--- src/hdl/bdll_pkg.sv ---
// ----------------------------------------------------------------------------
// bdll_pkg: shared types and constants for the bounded doubly linked list
// Holds the request and response words, the operation and status codes and
// the command and status structs between the controller and the datapath.
// ----------------------------------------------------------------------------
package bdll_pkg;

   localparam int DEPTH = 64;
   localparam int IDX_W = $clog2(DEPTH);
   localparam int LNK_W = IDX_W + 1;
   localparam int VAL_W = 32;

   localparam logic [LNK_W-1:0] LINK_NULL = LNK_W'(DEPTH);
   localparam logic [LNK_W-1:0] DEPTH_CNT = LNK_W'(DEPTH);

   // operations
   localparam logic [2:0] OP_APPEND  = 3'd0;
   localparam logic [2:0] OP_PREPEND = 3'd1;
   localparam logic [2:0] OP_INSERT  = 3'd2;
   localparam logic [2:0] OP_SEARCH  = 3'd3;
   localparam logic [2:0] OP_POP_F   = 3'd4;
   localparam logic [2:0] OP_POP_B   = 3'd5;
   localparam logic [2:0] OP_REMOVE  = 3'd6;

   // status codes
   localparam logic [2:0] ST_OK        = 3'd0;
   localparam logic [2:0] ST_BAD_POS   = 3'd1;
   localparam logic [2:0] ST_EMPTY     = 3'd2;
   localparam logic [2:0] ST_NOT_FOUND = 3'd3;
   localparam logic [2:0] ST_FULL      = 3'd4;

   // datapath commands
   localparam logic [3:0] CMD_NONE     = 4'd0;
   localparam logic [3:0] CMD_LOAD     = 4'd1;  // latch request, start walk at head
   localparam logic [3:0] CMD_RD_CUR   = 4'd2;  // read value and links of cursor
   localparam logic [3:0] CMD_STEP     = 4'd3;  // advance cursor along next link
   localparam logic [3:0] CMD_POP_FREE = 4'd4;  // read free stack top
   localparam logic [3:0] CMD_LINK     = 4'd5;  // write new node and neighbor links
   localparam logic [3:0] CMD_UNLINK   = 4'd6;  // patch neighbors, push node
   localparam logic [3:0] CMD_SET_END  = 4'd7;  // cursor := head or tail
   localparam logic [3:0] CMD_INIT     = 4'd8;  // free stack fill step

   typedef struct packed {
      logic [2:0]       mode;
      logic [6:0]       position;
      logic [VAL_W-1:0] value;
   } req_type;

   typedef struct packed {
      logic [2:0] status;
      logic [5:0] found_index;
      logic [6:0] entry_count;
   } rsp_type;

   typedef struct packed {
      logic [3:0] op;
      logic       use_tail;
   } cmd_type;

   typedef struct packed {
      logic [2:0]       mode;
      logic [6:0]       position;
      logic             full;
      logic             empty;
      logic             pos_bad;
      logic             cur_null;
      logic             hit;
      logic             at_pos;
      logic             at_end;
      logic             init_done;
   } stat_type;

endpackage

--- src/hdl/bounded_doubly_linked_list.sv ---
// ----------------------------------------------------------------------------
// bounded_doubly_linked_list: ordered list of up to 64 signed 32-bit values
// Request word: mode, position, value. Response word: status, found_index,
// entry_count. One response per request, in order.
//
// Nodes live in RAMs for value, next and prev links; free nodes sit on a
// stack RAM. Search, positional insert and value removal walk the links
// with one RAM read per node; the walk loop through the next link RAM
// sets their pace. After reset the free stack is filled, one entry per
// cycle, for all 64 entries; no request is taken meanwhile. One request
// is worked at a time. The response register holds a finished word while
// rsp_ready is low; a new request is taken in the same cycle the old word
// leaves.
// ----------------------------------------------------------------------------
module bounded_doubly_linked_list (
   input  logic              clock,
   input  logic              reset,
   input  logic              req_valid,
   output logic              req_ready,
   input  bdll_pkg::req_type req_data,
   output logic              rsp_valid,
   input  logic              rsp_ready,
   output bdll_pkg::rsp_type rsp_data
);

   bdll_pkg::cmd_type  cmd;
   bdll_pkg::stat_type stat;
   logic [6:0]         pos_w, count_w;

   bdll_ctrl u_ctrl (
      .clock(clock), .reset(reset),
      .req_valid(req_valid), .req_ready(req_ready),
      .rsp_valid(rsp_valid), .rsp_ready(rsp_ready), .rsp(rsp_data),
      .stat(stat), .pos_in_dp(pos_w), .count_in_dp(count_w), .cmd(cmd));

   bdll_datapath u_dp (
      .clock(clock), .reset(reset), .req(req_data), .cmd(cmd),
      .stat(stat), .pos_out(pos_w), .count_out(count_w));

endmodule

--- src/hdl/bdll_ram.sv ---
// ----------------------------------------------------------------------------
// bdll_ram: generic single port RAM with registered read
// One address per cycle: an optional write and a read, which returns the old word.
// ----------------------------------------------------------------------------
module bdll_ram #(
   parameter int WIDTH = 8,
   parameter int DEPTH = 64
) (
   input  logic                     clock,
   input  logic                     wr_en,
   input  logic [$clog2(DEPTH)-1:0] addr,
   input  logic [WIDTH-1:0]         wr_data,
   output logic [WIDTH-1:0]         rd_data
);

   logic [WIDTH-1:0] mem_ff [DEPTH];

   // optional write and a read of the old word, read data registered
   always_ff @(posedge clock) begin
      if (wr_en) begin
         mem_ff[addr] <= wr_data;
      end
      rd_data <= mem_ff[addr];
   end

endmodule

--- src/hdl/bdll_datapath.sv ---
// ----------------------------------------------------------------------------
// bdll_datapath: node store, free stack, head, tail and walk cursor
// Executes one controller command per cycle. RAM reads return in the next cycle.
// ----------------------------------------------------------------------------
module bdll_datapath (
   input  logic                clock,
   input  logic                reset,
   input  bdll_pkg::req_type   req,
   input  bdll_pkg::cmd_type   cmd,
   output bdll_pkg::stat_type  stat,
   output logic [6:0]          pos_out,
   output logic [6:0]          count_out
);

   localparam int IW = bdll_pkg::IDX_W;
   localparam int LW = bdll_pkg::LNK_W;
   localparam int VW = bdll_pkg::VAL_W;

   logic [2:0]    mode_ff, mode_in;
   logic [6:0]    position_ff, position_in;
   logic [VW-1:0] value_ff, value_in;
   logic [LW-1:0] head_ff, head_in, tail_ff, tail_in, len_ff, len_in;
   logic [LW-1:0] cur_ff, cur_in, bef_ff, bef_in;
   logic [LW-1:0] pos_ff, pos_in;
   logic [LW-1:0] init_ff, init_in;
   logic          rd_pend_ff, rd_pend_in;
   logic [LW-1:0] nprev_ff, nprev_in, nnext_ff, nnext_in;
   logic [2:0]    phase_ff, phase_in;

   // RAM ports
   logic          v_we, n_we, p_we, f_we;
   logic [IW-1:0] v_a, n_a, p_a, f_a;
   logic [VW-1:0] v_wd, v_rd;
   logic [LW-1:0] n_wd, n_rd, p_wd, p_rd;
   logic [IW-1:0] f_wd, f_rd;

   bdll_ram #(.WIDTH(VW), .DEPTH(bdll_pkg::DEPTH)) u_val (
      .clock(clock), .wr_en(v_we), .addr(v_a), .wr_data(v_wd), .rd_data(v_rd));
   bdll_ram #(.WIDTH(LW), .DEPTH(bdll_pkg::DEPTH)) u_next (
      .clock(clock), .wr_en(n_we), .addr(n_a), .wr_data(n_wd), .rd_data(n_rd));
   bdll_ram #(.WIDTH(LW), .DEPTH(bdll_pkg::DEPTH)) u_prev (
      .clock(clock), .wr_en(p_we), .addr(p_a), .wr_data(p_wd), .rd_data(p_rd));
   bdll_ram #(.WIDTH(IW), .DEPTH(bdll_pkg::DEPTH)) u_free (
      .clock(clock), .wr_en(f_we), .addr(f_a), .wr_data(f_wd), .rd_data(f_rd));

   logic [LW-1:0] free_top;
   logic [LW-1:0] newn;
   assign free_top = bdll_pkg::DEPTH_CNT - len_ff;
   assign newn     = {1'b0, f_rd};

   // link updates are done over phases: phase counts write slots
   always_comb begin
      mode_in     = mode_ff;
      position_in = position_ff;
      value_in    = value_ff;
      head_in     = head_ff;
      tail_in     = tail_ff;
      len_in      = len_ff;
      cur_in      = cur_ff;
      bef_in      = bef_ff;
      pos_in      = pos_ff;
      init_in     = init_ff;
      rd_pend_in  = 1'b0;
      nprev_in    = nprev_ff;
      nnext_in    = nnext_ff;
      phase_in    = 3'd0;
      v_we = 1'b0; n_we = 1'b0; p_we = 1'b0; f_we = 1'b0;
      v_a  = cur_ff[IW-1:0];
      n_a  = cur_ff[IW-1:0];
      p_a  = cur_ff[IW-1:0];
      f_a  = IW'(free_top - LW'(1));
      v_wd = value_ff;
      n_wd = bdll_pkg::LINK_NULL;
      p_wd = bdll_pkg::LINK_NULL;
      f_wd = cur_ff[IW-1:0];
      unique case (cmd.op)
         bdll_pkg::CMD_LOAD: begin
            mode_in     = req.mode;
            position_in = req.position;
            value_in    = req.value;
            cur_in      = head_ff;
            bef_in      = bdll_pkg::LINK_NULL;
            pos_in      = '0;
         end
         bdll_pkg::CMD_SET_END: begin
            cur_in = cmd.use_tail ? tail_ff : head_ff;
         end
         bdll_pkg::CMD_RD_CUR: begin
            rd_pend_in = 1'b1;
         end
         bdll_pkg::CMD_STEP: begin
            bef_in = cur_ff;
            cur_in = n_rd;
            pos_in = pos_ff + LW'(1);
         end
         bdll_pkg::CMD_POP_FREE: begin
            // free stack top read, lands next cycle
            f_a = IW'(free_top - LW'(1));
            if (mode_ff == bdll_pkg::OP_APPEND) begin
               bef_in = tail_ff;
               cur_in = bdll_pkg::LINK_NULL;
            end else if (mode_ff == bdll_pkg::OP_PREPEND) begin
               bef_in = bdll_pkg::LINK_NULL;
               cur_in = head_ff;
            end
         end
         bdll_pkg::CMD_LINK: begin
            // slot 0: write the new node; slot 1: patch before and after
            phase_in = phase_ff + 3'd1;
            if (phase_ff == 3'd0) begin
               nnext_in = newn;
               v_we = 1'b1; n_we = 1'b1; p_we = 1'b1;
               v_a = newn[IW-1:0]; n_a = newn[IW-1:0]; p_a = newn[IW-1:0];
               n_wd = cur_ff; p_wd = bef_ff;
               if (bef_ff == bdll_pkg::LINK_NULL) head_in = newn;
               else begin
                  n_a = newn[IW-1:0];
               end
            end else if (phase_ff == 3'd1) begin
               if (bef_ff != bdll_pkg::LINK_NULL) begin
                  n_we = 1'b1; n_a = bef_ff[IW-1:0]; n_wd = nnext_ff;
               end
               if (cur_ff != bdll_pkg::LINK_NULL) begin
                  p_we = 1'b1; p_a = cur_ff[IW-1:0]; p_wd = nnext_ff;
               end else begin
                  tail_in = nnext_ff;
               end
               len_in   = len_ff + LW'(1);
               phase_in = 3'd0;
            end
         end
         bdll_pkg::CMD_UNLINK: begin
            // cursor node links are in n_rd/p_rd from a prior read
            phase_in = phase_ff + 3'd1;
            if (phase_ff == 3'd0) begin
               nprev_in = p_rd;
               nnext_in = n_rd;
            end else begin
               if (nprev_ff != bdll_pkg::LINK_NULL) begin
                  n_we = 1'b1; n_a = nprev_ff[IW-1:0]; n_wd = nnext_ff;
               end else begin
                  head_in = nnext_ff;
               end
               if (nnext_ff != bdll_pkg::LINK_NULL) begin
                  p_we = 1'b1; p_a = nnext_ff[IW-1:0]; p_wd = nprev_ff;
               end else begin
                  tail_in = nprev_ff;
               end
               f_we = 1'b1; f_a = IW'(free_top); f_wd = cur_ff[IW-1:0];
               len_in   = len_ff - LW'(1);
               phase_in = 3'd0;
            end
         end
         bdll_pkg::CMD_INIT: begin
            f_we    = 1'b1;
            f_a     = init_ff[IW-1:0];
            f_wd    = IW'(LW'(bdll_pkg::DEPTH - 1) - init_ff);
            init_in = init_ff + LW'(1);
         end
         default: begin
         end
      endcase
   end

   // hold state
   always_ff @(posedge clock) begin
      if (reset) begin
         head_ff    <= bdll_pkg::LINK_NULL;
         tail_ff    <= bdll_pkg::LINK_NULL;
         len_ff     <= '0;
         init_ff    <= '0;
         rd_pend_ff <= 1'b0;
         phase_ff   <= 3'd0;
      end else begin
         head_ff    <= head_in;
         tail_ff    <= tail_in;
         len_ff     <= len_in;
         init_ff    <= init_in;
         rd_pend_ff <= rd_pend_in;
         phase_ff   <= phase_in;
      end
      mode_ff     <= mode_in;
      position_ff <= position_in;
      value_ff    <= value_in;
      cur_ff      <= cur_in;
      bef_ff      <= bef_in;
      pos_ff      <= pos_in;
      nprev_ff    <= nprev_in;
      nnext_ff    <= nnext_in;
   end

   // status toward the controller
   always_comb begin
      stat.mode      = mode_ff;
      stat.position  = position_ff;
      stat.full      = (len_ff == bdll_pkg::DEPTH_CNT);
      stat.empty     = (len_ff == '0);
      stat.pos_bad   = ({1'b0, position_ff} > {1'b0, len_ff});
      stat.cur_null  = (cur_ff == bdll_pkg::LINK_NULL) || (pos_ff >= len_ff);
      stat.hit       = rd_pend_ff && (v_rd == value_ff);
      stat.at_pos    = (pos_ff == LW'(position_ff));
      stat.at_end    = (phase_ff != 3'd0);
      stat.init_done = (init_ff == bdll_pkg::DEPTH_CNT);
   end

   assign pos_out   = 7'(pos_ff);
   assign count_out = 7'(len_ff);

   // assertions
   a_len_range: assert property (@(posedge clock) disable iff (reset)
      len_ff <= bdll_pkg::DEPTH_CNT) else $error("length above depth");
   a_empty_null: assert property (@(posedge clock) disable iff (reset)
      (len_ff == '0 && init_ff == bdll_pkg::DEPTH_CNT && phase_ff == 3'd0)
      |-> head_ff == bdll_pkg::LINK_NULL)
      else $error("empty list with head");
   a_len_step: assert property (@(posedge clock) disable iff (reset)
      (len_ff != $past(len_ff)) |-> (len_ff == $past(len_ff) + LW'(1) ||
      len_ff == $past(len_ff) - LW'(1))) else $error("length jumped");

endmodule

--- src/hdl/bdll_ctrl.sv ---
// ----------------------------------------------------------------------------
// bdll_ctrl: controller for the linked list
// Sequences the free stack fill, the link walk and the updates, and holds
// the response word until taken.
// ----------------------------------------------------------------------------
module bdll_ctrl (
   input  logic                clock,
   input  logic                reset,
   input  logic                req_valid,
   output logic                req_ready,
   output logic                rsp_valid,
   input  logic                rsp_ready,
   output bdll_pkg::rsp_type   rsp,
   input  bdll_pkg::stat_type  stat,
   input  logic [6:0]          pos_in_dp,
   input  logic [6:0]          count_in_dp,
   output bdll_pkg::cmd_type   cmd
);

   localparam logic [3:0] S_INIT  = 4'd0;
   localparam logic [3:0] S_IDLE  = 4'd1;
   localparam logic [3:0] S_DISP  = 4'd2;
   localparam logic [3:0] S_RD    = 4'd3;
   localparam logic [3:0] S_CHK   = 4'd4;
   localparam logic [3:0] S_POP   = 4'd5;
   localparam logic [3:0] S_LNK0  = 4'd6;
   localparam logic [3:0] S_LNK1  = 4'd7;
   localparam logic [3:0] S_URD   = 4'd8;
   localparam logic [3:0] S_UN0   = 4'd9;
   localparam logic [3:0] S_UN1   = 4'd10;
   localparam logic [3:0] S_DONE  = 4'd11;
   localparam logic [3:0] S_END   = 4'd12;

   logic [3:0] state_ff, state_in;
   logic       rsp_valid_ff, rsp_valid_in;
   bdll_pkg::rsp_type rsp_ff, rsp_in;
   logic [2:0] st_ff, st_in;
   logic [5:0] fi_ff, fi_in;

   // next state and commands
   always_comb begin
      state_in     = state_ff;
      st_in        = st_ff;
      fi_in        = fi_ff;
      rsp_in       = rsp_ff;
      rsp_valid_in = rsp_valid_ff;
      cmd.op       = bdll_pkg::CMD_NONE;
      cmd.use_tail = 1'b0;
      req_ready    = 1'b0;
      if (rsp_valid_ff && rsp_ready) rsp_valid_in = 1'b0;
      unique case (state_ff)
         S_INIT: begin
            if (stat.init_done) state_in = S_IDLE;
            else cmd.op = bdll_pkg::CMD_INIT;
         end
         S_IDLE: begin
            req_ready = !rsp_valid_ff || rsp_ready;
            if (req_valid && req_ready) begin
               cmd.op   = bdll_pkg::CMD_LOAD;
               st_in    = bdll_pkg::ST_OK;
               fi_in    = '0;
               state_in = S_DISP;
            end
         end
         S_DISP: begin
            unique case (stat.mode)
               bdll_pkg::OP_APPEND, bdll_pkg::OP_PREPEND: begin
                  if (stat.full) begin
                     st_in = bdll_pkg::ST_FULL; state_in = S_DONE;
                  end else state_in = S_POP;
               end
               bdll_pkg::OP_INSERT: begin
                  if (stat.full) begin
                     st_in = bdll_pkg::ST_FULL; state_in = S_DONE;
                  end else if (stat.pos_bad) begin
                     st_in = bdll_pkg::ST_BAD_POS; state_in = S_DONE;
                  end else state_in = S_RD;
               end
               bdll_pkg::OP_SEARCH, bdll_pkg::OP_REMOVE: state_in = S_RD;
               bdll_pkg::OP_POP_F, bdll_pkg::OP_POP_B: begin
                  if (stat.empty) begin
                     st_in = bdll_pkg::ST_EMPTY; state_in = S_DONE;
                  end else begin
                     cmd.op       = bdll_pkg::CMD_SET_END;
                     cmd.use_tail = (stat.mode == bdll_pkg::OP_POP_B);
                     state_in     = S_URD;
                  end
               end
               default: state_in = S_DONE;
            endcase
         end
         S_RD: begin
            // walk: stop at position for insert, or at list end
            if (stat.mode == bdll_pkg::OP_INSERT && (stat.at_pos || stat.cur_null)) begin
               state_in = S_POP;
            end else if (stat.mode != bdll_pkg::OP_INSERT && stat.cur_null) begin
               st_in = bdll_pkg::ST_NOT_FOUND; state_in = S_DONE;
            end else begin
               cmd.op   = bdll_pkg::CMD_RD_CUR;
               state_in = S_CHK;
            end
         end
         S_CHK: begin
            if (stat.mode != bdll_pkg::OP_INSERT && stat.hit) begin
               if (stat.mode == bdll_pkg::OP_SEARCH) begin
                  fi_in = pos_in_dp[5:0]; state_in = S_DONE;
               end else begin
                  cmd.op = bdll_pkg::CMD_UNLINK; state_in = S_UN1;
               end
            end else begin
               cmd.op   = bdll_pkg::CMD_STEP;
               state_in = S_RD;
            end
         end
         S_POP: begin
            cmd.op   = bdll_pkg::CMD_POP_FREE;
            state_in = S_LNK0;
         end
         S_LNK0: begin
            cmd.op   = bdll_pkg::CMD_LINK;
            state_in = S_LNK1;
         end
         S_LNK1: begin
            cmd.op   = bdll_pkg::CMD_LINK;
            state_in = S_DONE;
         end
         S_URD: begin
            cmd.op   = bdll_pkg::CMD_RD_CUR;
            state_in = S_UN0;
         end
         S_UN0: begin
            cmd.op   = bdll_pkg::CMD_UNLINK;
            state_in = S_UN1;
         end
         S_UN1: begin
            cmd.op   = bdll_pkg::CMD_UNLINK;
            state_in = S_DONE;
         end
         S_DONE: begin
            // count settles this cycle; drive the word next
            state_in = S_END;
         end
         S_END: begin
            rsp_in.status      = st_ff;
            rsp_in.found_index = fi_ff;
            rsp_in.entry_count = count_in_dp;
            rsp_valid_in       = 1'b1;
            state_in           = S_IDLE;
         end
         default: state_in = S_INIT;
      endcase
   end

   // hold state and response
   always_ff @(posedge clock) begin
      if (reset) begin
         state_ff     <= S_INIT;
         rsp_valid_ff <= 1'b0;
      end else begin
         state_ff     <= state_in;
         rsp_valid_ff <= rsp_valid_in;
      end
      rsp_ff <= rsp_in;
      st_ff  <= st_in;
      fi_ff  <= fi_in;
   end

   assign rsp_valid = rsp_valid_ff;
   assign rsp       = rsp_ff;

   // assertions
   a_ready_idle: assert property (@(posedge clock) disable iff (reset)
      req_ready |-> state_ff == S_IDLE) else $error("ready outside idle");
   a_rsp_once: assert property (@(posedge clock) disable iff (reset)
      (state_ff == S_END) |-> (!rsp_valid_ff || rsp_ready)) else $error("response overrun");
   a_fi_search: assert property (@(posedge clock) disable iff (reset)
      (state_ff == S_END && fi_ff != '0) |-> stat.mode == bdll_pkg::OP_SEARCH)
      else $error("found index on non-search");

endmodule

--- config.mk ---
export PLATFORM = sky130hd
export DESIGN_NAME = bounded_doubly_linked_list
export DESIGN_NICKNAME = d
export VERILOG_FILES = /design/src/hdl/bdll_pkg.sv /design/src/hdl/bounded_doubly_linked_list.sv /design/src/hdl/bdll_ram.sv /design/src/hdl/bdll_datapath.sv /design/src/hdl/bdll_ctrl.sv
export SDC_FILE = /design/constraint.sdc
export NUM_CORES = 2
export LEC_CHECK = 0
export ABC_CLOCK_PERIOD_IN_PS = 5850
export BUFFER_PORTS_ARGS = -buffer_cell sky130_fd_sc_hd__clkbuf_2
export CORE_MARGIN = 2
export CORE_UTILIZATION = 25
export CTS_CLUSTER_DIAMETER = 30
export DETAILED_ROUTE_END_ITERATION = 6
export SYNTH_ARGS = -nofsm -noshare
export SYNTH_HDL_FRONTEND = slang
export SYNTH_SLANG_ARGS = --single-unit
--- constraint.sdc ---
create_clock -name clock -period 5.85 [get_ports clock]
set_input_delay 0.8775 -clock clock [delete_from_list [all_inputs] [get_ports clock]]
set_output_delay 0.8775 -clock clock [all_outputs]
set_load 0.02 [all_outputs]
---- Yosys cells after proc, flatten, opt, wreduce, memory -nomap -nowiden ----
Memory sizes are Yosys's and may differ from the RTL's. A register that Yosys moved wholly into a read port is not among the register bits.
Index checks and enable logic that the tools add are counted.
operators by class
  add/sub/neg operators ................... 8
  magnitude comparators ................... 2
  eq/ne operators ......................... 58
  multiplexer cells ....................... 119
  reduce and logical (&&, ||, !) cells .... 37
operators by type and width
  kind                                                             number
  7-bit 2-to-1 mux                                                 29
  7-bit one-hot mux with 2 select lines                            7
  6-bit 2-to-1 mux                                                 14
  4-bit one-hot mux with 12 select lines                           1
  6-bit one-hot mux with 2 select lines                            4
  4-bit 2-to-1 mux                                                 11
  3-bit 2-to-1 mux                                                 12
  4-bit one-hot mux with 9 select lines                            1
  32-bit == test                                                   1
  4-bit by 3-bit == test with 1-bit output, second input constant  8
  7-bit == test, second input constant                             4
  1-bit 2-to-1 mux                                                 28
  7-bit != test, second input constant                             4
  7-bit one-hot mux with 4 select lines                            1
  4-bit == test, second input constant                             6
  7-bit by 1-bit adder with 7-bit output, second input constant    3
  7-bit one-hot mux with 3 select lines                            1
  3-bit one-hot mux with 3 select lines                            2
  4-bit by 2-bit == test with 1-bit output, second input constant  4
  2-bit by 1-bit != test with 1-bit output, second input constant  8
  4-bit one-hot mux with 4 select lines                            1
  2-bit != test, second input constant                             7
  2-bit OR reduction                                               6
  3-bit == test, second input constant                             3
  other kinds (34)                                                 58
word-level totals
  register bits after elaboration ......... 139
  bits in writable memories ............... 3328
  bits of input ports ..................... 46
  output and inout port bits .............. 18
  memories ................................ 4
memory list
  name                depth  width  read ports  clocked after Yosys merged registers in  write ports  RTL line        text
  u_dp.u_val.mem_ff   64     32     1           1                                        1            bdll_ram.sv:16  logic [WIDTH-1:0] mem_ff [DEPTH];
  u_dp.u_next.mem_ff  64     7      1           1                                        1            bdll_ram.sv:16
  u_dp.u_prev.mem_ff  64     7      1           1                                        1            bdll_ram.sv:16
  u_dp.u_free.mem_ff  64     6      1           1                                        1            bdll_ram.sv:16

---- Longest topological paths before layout ----
  depth in word-level cells ............... 10
  depth in mapped cells ................... 22
  gate-level depth less buffers ........... 18

---- Cells and area by module ----
A second synthesis with hierarchy kept.
unflattened totals
  cells, all modules ...................... 7964
  area, all modules ....................... 137530.7 um^2
modules (own cells, without submodules)
  module                      times used  cells each  area an instance (um^2)  sequential area each (um^2)
  bdll_ram (u_dp.u_val)       1           4239        78928.2                  62139.6
  bdll_ram (u_dp.u_next ...)  2           1033        17732.0                  13593.0
  bdll_ram (u_dp.u_free)      1           893         15230.9                  11651.2
  bdll_datapath               1           625         6332.3                   2952.8
  bdll_ctrl                   1           141         1575.3                   850.8

---- Least setup slack after synthesis ----
Ideal clock, no wire load.
  path kind ............................... flip-flop to flip-flop
  start point ............................. register u_dp.value_ff[13] (netlist: u_dp.v_wd[13])
  end point ............................... register u_dp.len_ff[6] (netlist: u_dp.count_out[6])
  setup time .............................. 0.070 ns
  arrival time ............................ 5.044 ns
  path slack .............................. 0.736 ns
  cell stages (with the launch flop) ...... 19
  period minus slack after synthesis ...... 5.114 ns
  path through ............................ edfxtp_1 xor2_1 a2111o_1 a2111oi_4 nand4_2 a21o_4 inv_4 buf_6 buf_2 buf_1 clkbuf_1 ha_1 a21o_1 a21oi_1 o21bai_1 a21oi_1 xnor2_1 or3_1 a21oi_1
between the ends
  cells in the longest elaborated chain, start to end .. 8
  elaborated cells on any way between the ends .. 13
  classes of those cells .................. eq/ne: 6; mux: 3; reduce/logical: 4
RTL lines
  item                                                          RTL line              text
  from (decl)                                                   bdll_datapath.sv:21   logic [VW-1:0] value_ff, value_in;
  from (signal assigned)                                        bdll_datapath.sv:184  value_ff <= value_in;
  32-bit == test (*)                                            bdll_datapath.sv:200  stat.hit = rd_pend_ff && (v_rd == value_ff);
  1-bit logical AND (*)                                         bdll_datapath.sv:200
  1-bit logical AND (*)                                         bdll_ctrl.sv:104      if (stat.mode != bdll_pkg::OP_INSERT && stat.hit) begin
  3-bit 2-to-1 mux (*)                                          bdll_ctrl.sv:104
  4-bit one-hot mux with 9 select lines (*)                     bdll_ctrl.sv:51       unique case (state_ff)
  4-bit by 3-bit == test with 1-bit output                      bdll_datapath.sv:76   unique case (cmd.op)
  2-bit != test (no source line), or another cell as far along  --
  4-bit AND reduction (no source line)                          --
  to (signal assigned)                                          bdll_datapath.sv:177  len_ff <= len_in;
  to (decl)                                                     bdll_datapath.sv:22   logic [LW-1:0] head_ff, head_in, tail_ff, tail_in, len_ff, len_in;
Every way passes the cells marked *; elsewhere a longest branch is shown, timed or not.
A chain may end at the register's enable or synchronous reset.

---- Final worst setup path ----
  start point ............................. register u_dp.value_ff[22] (netlist: u_dp.v_wd[22])
  end point ............................... register u_dp.u_prev.rd_data[2] (read register of u_dp.u_prev.mem_ff)
between the ends
  cells in the longest elaborated chain, start to end .. 7
  elaborated cells on any way between the ends .. 8
  classes of those cells .................. eq/ne: 3; mux: 3; reduce/logical: 2
RTL lines
  item                                       RTL line              text
  32-bit == test (*)                         bdll_datapath.sv:200
  1-bit logical AND (*)                      bdll_datapath.sv:200
  1-bit logical AND (*)                      bdll_ctrl.sv:104
  3-bit 2-to-1 mux (*)                       bdll_ctrl.sv:104
  4-bit one-hot mux with 9 select lines (*)  bdll_ctrl.sv:51
  4-bit by 3-bit == test with 1-bit output   bdll_datapath.sv:76
  6-bit one-hot mux with 2 select lines (*)  bdll_datapath.sv:76
  to (decl)                                  bdll_ram.sv:13        output logic [WIDTH-1:0] rd_data
Marked as above.

==> results.md <==
| Result | This run | Unit |
| --- | --- | --- |
| Met2 layer wire length in the routed design | 188000 | um |
| Hold Worst Slack | 0.0549 | ns |
| Routed metal-1 wirelength | 169000 | um |
| Delay contributed by the slowest stage of the critical path | 0.55 | ns |
| Portion of synthesized cell area occupied by the leading cell type | 76.9 | % |
| Width of the die | 736 | um |
| Antenna violations before repair | 15 | - |
| CP endpoint kind | flop | - |
| CORE AREA | 533000 | um2 |
| Setup violation total in the final timing report | 0 | - |
| Commonest non-fill, non-tap cell in the layout | sky130_fd_sc_hd__edfxtp_1 | - |
| Sequential Power Share | 42.8 | % |
| Layout cell share with drive strength beyond 1 | 18.8 | % |
| Number of top-level design ports | 64 | - |
| Total number of yosys warnings | 0 | - |
| Clock tree from TritonCTS | yes | - |
| Dpl cell area | 147000 | um2 |
| Final weighted congestion of routability-driven global placement | 0.859 | - |
| Source-to-sink clock delay at the later pin of the worst-skew pair | 1.06 | ns |
| Setup clock skew after layout | 0.125 | ns |
| Type of the tightest min-delay check | in -> reg | - |
| Top cells by area, synth | sky130_fd_sc_hd__edfxtp_1, sky130_fd_sc_hd__a22oi_1, sky130_fd_sc_hd__nand2_1, sky130_fd_sc_hd__a22o_1, sky130_fd_sc_hd__a21oi_1 | - |
| Num CTS Buffers | 606 | - |
| Xor/xnor cell area share of the yosys netlist | 0.399 | % |
| Compound-gate portion of the synthesized area | 11.5 | % |
| Net Count, Synth | 8569 | - |
| Basic-gate share of the synthesized area counting and, or, nand and nor cells | 6.69 | % |
| Critical Path Slowest Stage Cell | sky130_fd_sc_hd__xnor2_1 | - |
| Detail Route met3 WL | 38600 | um |
| Net count reported at finish | 9278 | - |
| Residual DRC | 0 | - |
| Maximum root-to-sink buffer count | 4 | - |
| Mean area per synthesized cell | 15.8 | um2 |
| Number of iterations in the first detailed-routing pass | 6 | - |
| Synth Cell Area | 134000 | um2 |
| FMAX | 175 | MHz |
| GR Util All Layers | 14.3 | % |
| Kind of start point of the critical path | flop | - |
| Power per cell area | 379 | nW/um2 |
| Sum of negative setup slack | 0 | ns |
| Count of standard-cell rows | 268 | - |
| Clock network power share | 56.4 | % |
| Violated checks | capacitance limit, slew limit | - |
| Number of flip-flops and latches in the synthesized netlist | 3519 | - |
| Final Util | 31.6 | % |
| Largest fanout on the critical path | 64 | - |
| Area of the die | 542000 | um2 |
| Design area | 169000 | um2 |
| Most common flop cell mapped by yosys | sky130_fd_sc_hd__edfxtp_1 | - |
| Leakage | 0.0551 | uW |
| Overall via count from detail_route | 83500 | - |
| Initial standard-cell utilization of the core | 25.1 | % |
| Slew Limit Headroom | -0.807 | % |
| Share of the clock period used by the worst path | 97.6 | % |
| Drt wl/cell | 24.4 | um |
| Number of flops mapped to enable cells by yosys | 3430 | - |
| Leftover overflow at the end of global routing | 0 | - |
| Detailed-route vias per instance | 4.99 | - |
| FFs w/ async S/R, synth | 0 | % |
| Part of the Yosys area used for sequential elements | 78.2 | % |
| Clock sink count | 3519 | - |
| Library cell appearing most often on the critical path | sky130_fd_sc_hd__buf_4 | - |
| Distinct cells, synth | 91 | - |
| Wire length after detailed routing | 408000 | um |
| MaxCap Viol Count | 1 | - |
| Portion of total power attributed to combinational logic | 0.8 | % |
| Switching power as a share of total power | 21.0 | % |
| Start-to-end type of the worst setup path | reg -> reg | - |
| Multiplexer share of the synthesized area | 0.981 | % |
| Total net switching power | 13400 | uW |
| Violation count after the first detailed-route iteration | 11500 | - |
| Final critical-path required period | 5.71 | ns |
| Number of global-route vias before repair | 81000 | - |
| Endpoint required time on the critical path | 6.69 | ns |
| Adder and majority gate portion of the synthesized area | 0.258 | % |
| Largest net degree at the start of global routing | 81 | - |
| Post-route antenna net violation count | 0 | - |
| Worst vdd ir | 0.000328 | V |
| CTS HTree Levels | 6 | - |
| Height of the die | 736 | um |
| Commonest cells after routing, fill and taps aside | sky130_fd_sc_hd__edfxtp_1, sky130_fd_sc_hd__nand2_1, sky130_fd_sc_hd__clkbuf_16, sky130_fd_sc_hd__a22oi_1, sky130_fd_sc_hd__buf_4 | - |
| Global-route wire length before repair | 583000 | um |
| Area added between synthesis and finish | 25.9 | % |
| Slew Viols, Final | 5 | - |
| Dominant combinational cell family by area after synthesis | compound AO/OA/AOI/OAI gates | - |
| Detailed-placement wirelength estimate | 236000 | um |
| Setup repair after global routing missed its margin | false | - |
| Cell chosen for the clock root | sky130_fd_sc_hd__clkbuf_16 | - |
| Cell type with the largest total area after synthesis | sky130_fd_sc_hd__edfxtp_1 | - |
| Count of final hold-check violations | 0 | - |
| Register clock-pin slew on the reported worst setup and hold paths | 0.05 | ns |
| Outcome | complete, but fails checks | - |
| Uppermost routed layer | met5 | - |
| Post-Synthesis Cells | 8496 | - |
| Worst Path Arrival | 6.56 | ns |
| Internal power of the cells | 50600 | uW |
| Ordered list of cells on the worst path | xnor2_1, nand4_1, buf_4, nor3_1, buf_4, nand4_2, a21o_4, buf_4, nor3_2, o311ai_4, buf_12, nand2_1, a21oi_1, nor4_1, buf_4, o22ai_1, or4_1 | - |
| Total of buffers placed on input and output ports | 63 | - |
| Transition time at the pin with the least slew margin | 1.51 | ns |
## flip-flops by register name, summed over array words and instances, names as in the netlist, 16 cells and up
name and cells:
u_dp.u_next.mem_ff 448, u_ctrl.rsp 16, u_dp.u_val.rd_data 32, u_dp.v_wd 32
u_dp.u_val.mem_ff 2048, u_dp.u_prev.mem_ff 448, u_dp.u_free.mem_ff 384
## power by group through the flow
stage          Clock, uW  Combinational, uW  Sequential [uW]
2_1_floorplan          0                283            27800
3_3_place_gp           0                501            27900
3_5_place_dp           0                501            27900
4_1_cts            36500                511            27400
5_1_grt            37700                543            27400
6_report           36100                507            27400
## critical path, delay by kind of cell (launching register included)
kind	cells	cell delay [ns]
buffers and inverters	5	1.14
AOI/OAI and AO/OA	4	0.78
xor gates and xnor gates	1	0.55
DFF	1	0.45
and+or+nand+nor	7	2.58
## cell usage after synthesis, drive strengths merged (11+ instances only)
cell type / number
a2111oi: 25
a211o: 11
a211oi: 137
a21oi: 359
a221oi: 171
a222oi: 62
a22o: 207
a22oi: 606
a311oi: 55
a31oi: 235
a41oi: 35
and2: 27
and3: 140
buf: 182
clkbuf: 399
dfxtp: 89
edfxtp: 3430
ha: 26
inv: 45
mux2i: 123
nand2: 1058
nand2b: 24
nand3: 139
nand4: 51
nor2: 355
nor3: 40
nor4: 111
o211ai: 15
o21ai: 75
o22ai: 48
or3: 17
or4: 18
xnor2: 46
xor2: 15
## worst paths after layout
check                                 to  depth (start not counted)  slack (ns)            start
setup reg to reg  u_dp.u_prev.rd_data[2]                         17        0.14    u_dp.v_wd[22]
hold / removal              u_dp.v_wd[7]                          1        0.05      req_data[7]
setup / recovery  u_dp.u_prev.rd_data[2]                         17        0.14    u_dp.v_wd[22]
hold reg to reg           u_ctrl.rsp[14]                          0        0.39  u_ctrl.st_ff[1]
## layer usage
metal	track usage [%]	vias up
met2	22.7	4451
met5	0	-
met4	4.64	4
li1	-	35600
met1	19.7	42700
met3	2.85	707
## area by class of cell
type | instances | area [um2]
Sequential cell | 3519 | 105000
Inverter | 45 | 173
Multi-Input combinational cell | 4351 | 27400
Fill cell | 51600 | 364000
Antenna cell | 3 | 7.51
Clock inverter | 425 | 5560
Clock buffer | 688 | 15600
Timing Repair Buffer | 682 | 6340
Tap cell | 7020 | 8780
## logic make-up after synthesis
logic type               count (synthesis)
AO/OA/AOI/OAI                         2117
XOR/XNOR                                61
adder cells (fa/ha/maj)                 27
buffers and inverters                  626
flip-flops                            3519
multiplexers                           130
AND/OR/NAND/NOR                       2016
## what timing repair did
item                                    4_1_cts  5_1_grt
setup buffers                                 0        0
hold buffers                                  7        0
endpoints found under the setup margin        0       44
resized for setup                             0        1
endpoints found under the hold margin         7        0
## per-stage QoR
stage	power (uW)	cells	setup WS [ns]
after floorplan	28100	8496	0.736
after global placement	28400	15600	0.217
after detailed placement	28400	15600	0.245
after CTS	64400	16700	0.163
after global routing	65600	16700	0.0270
final	64000	16700	0.137
No activity file was read; power rests on OpenSTA's default activity.
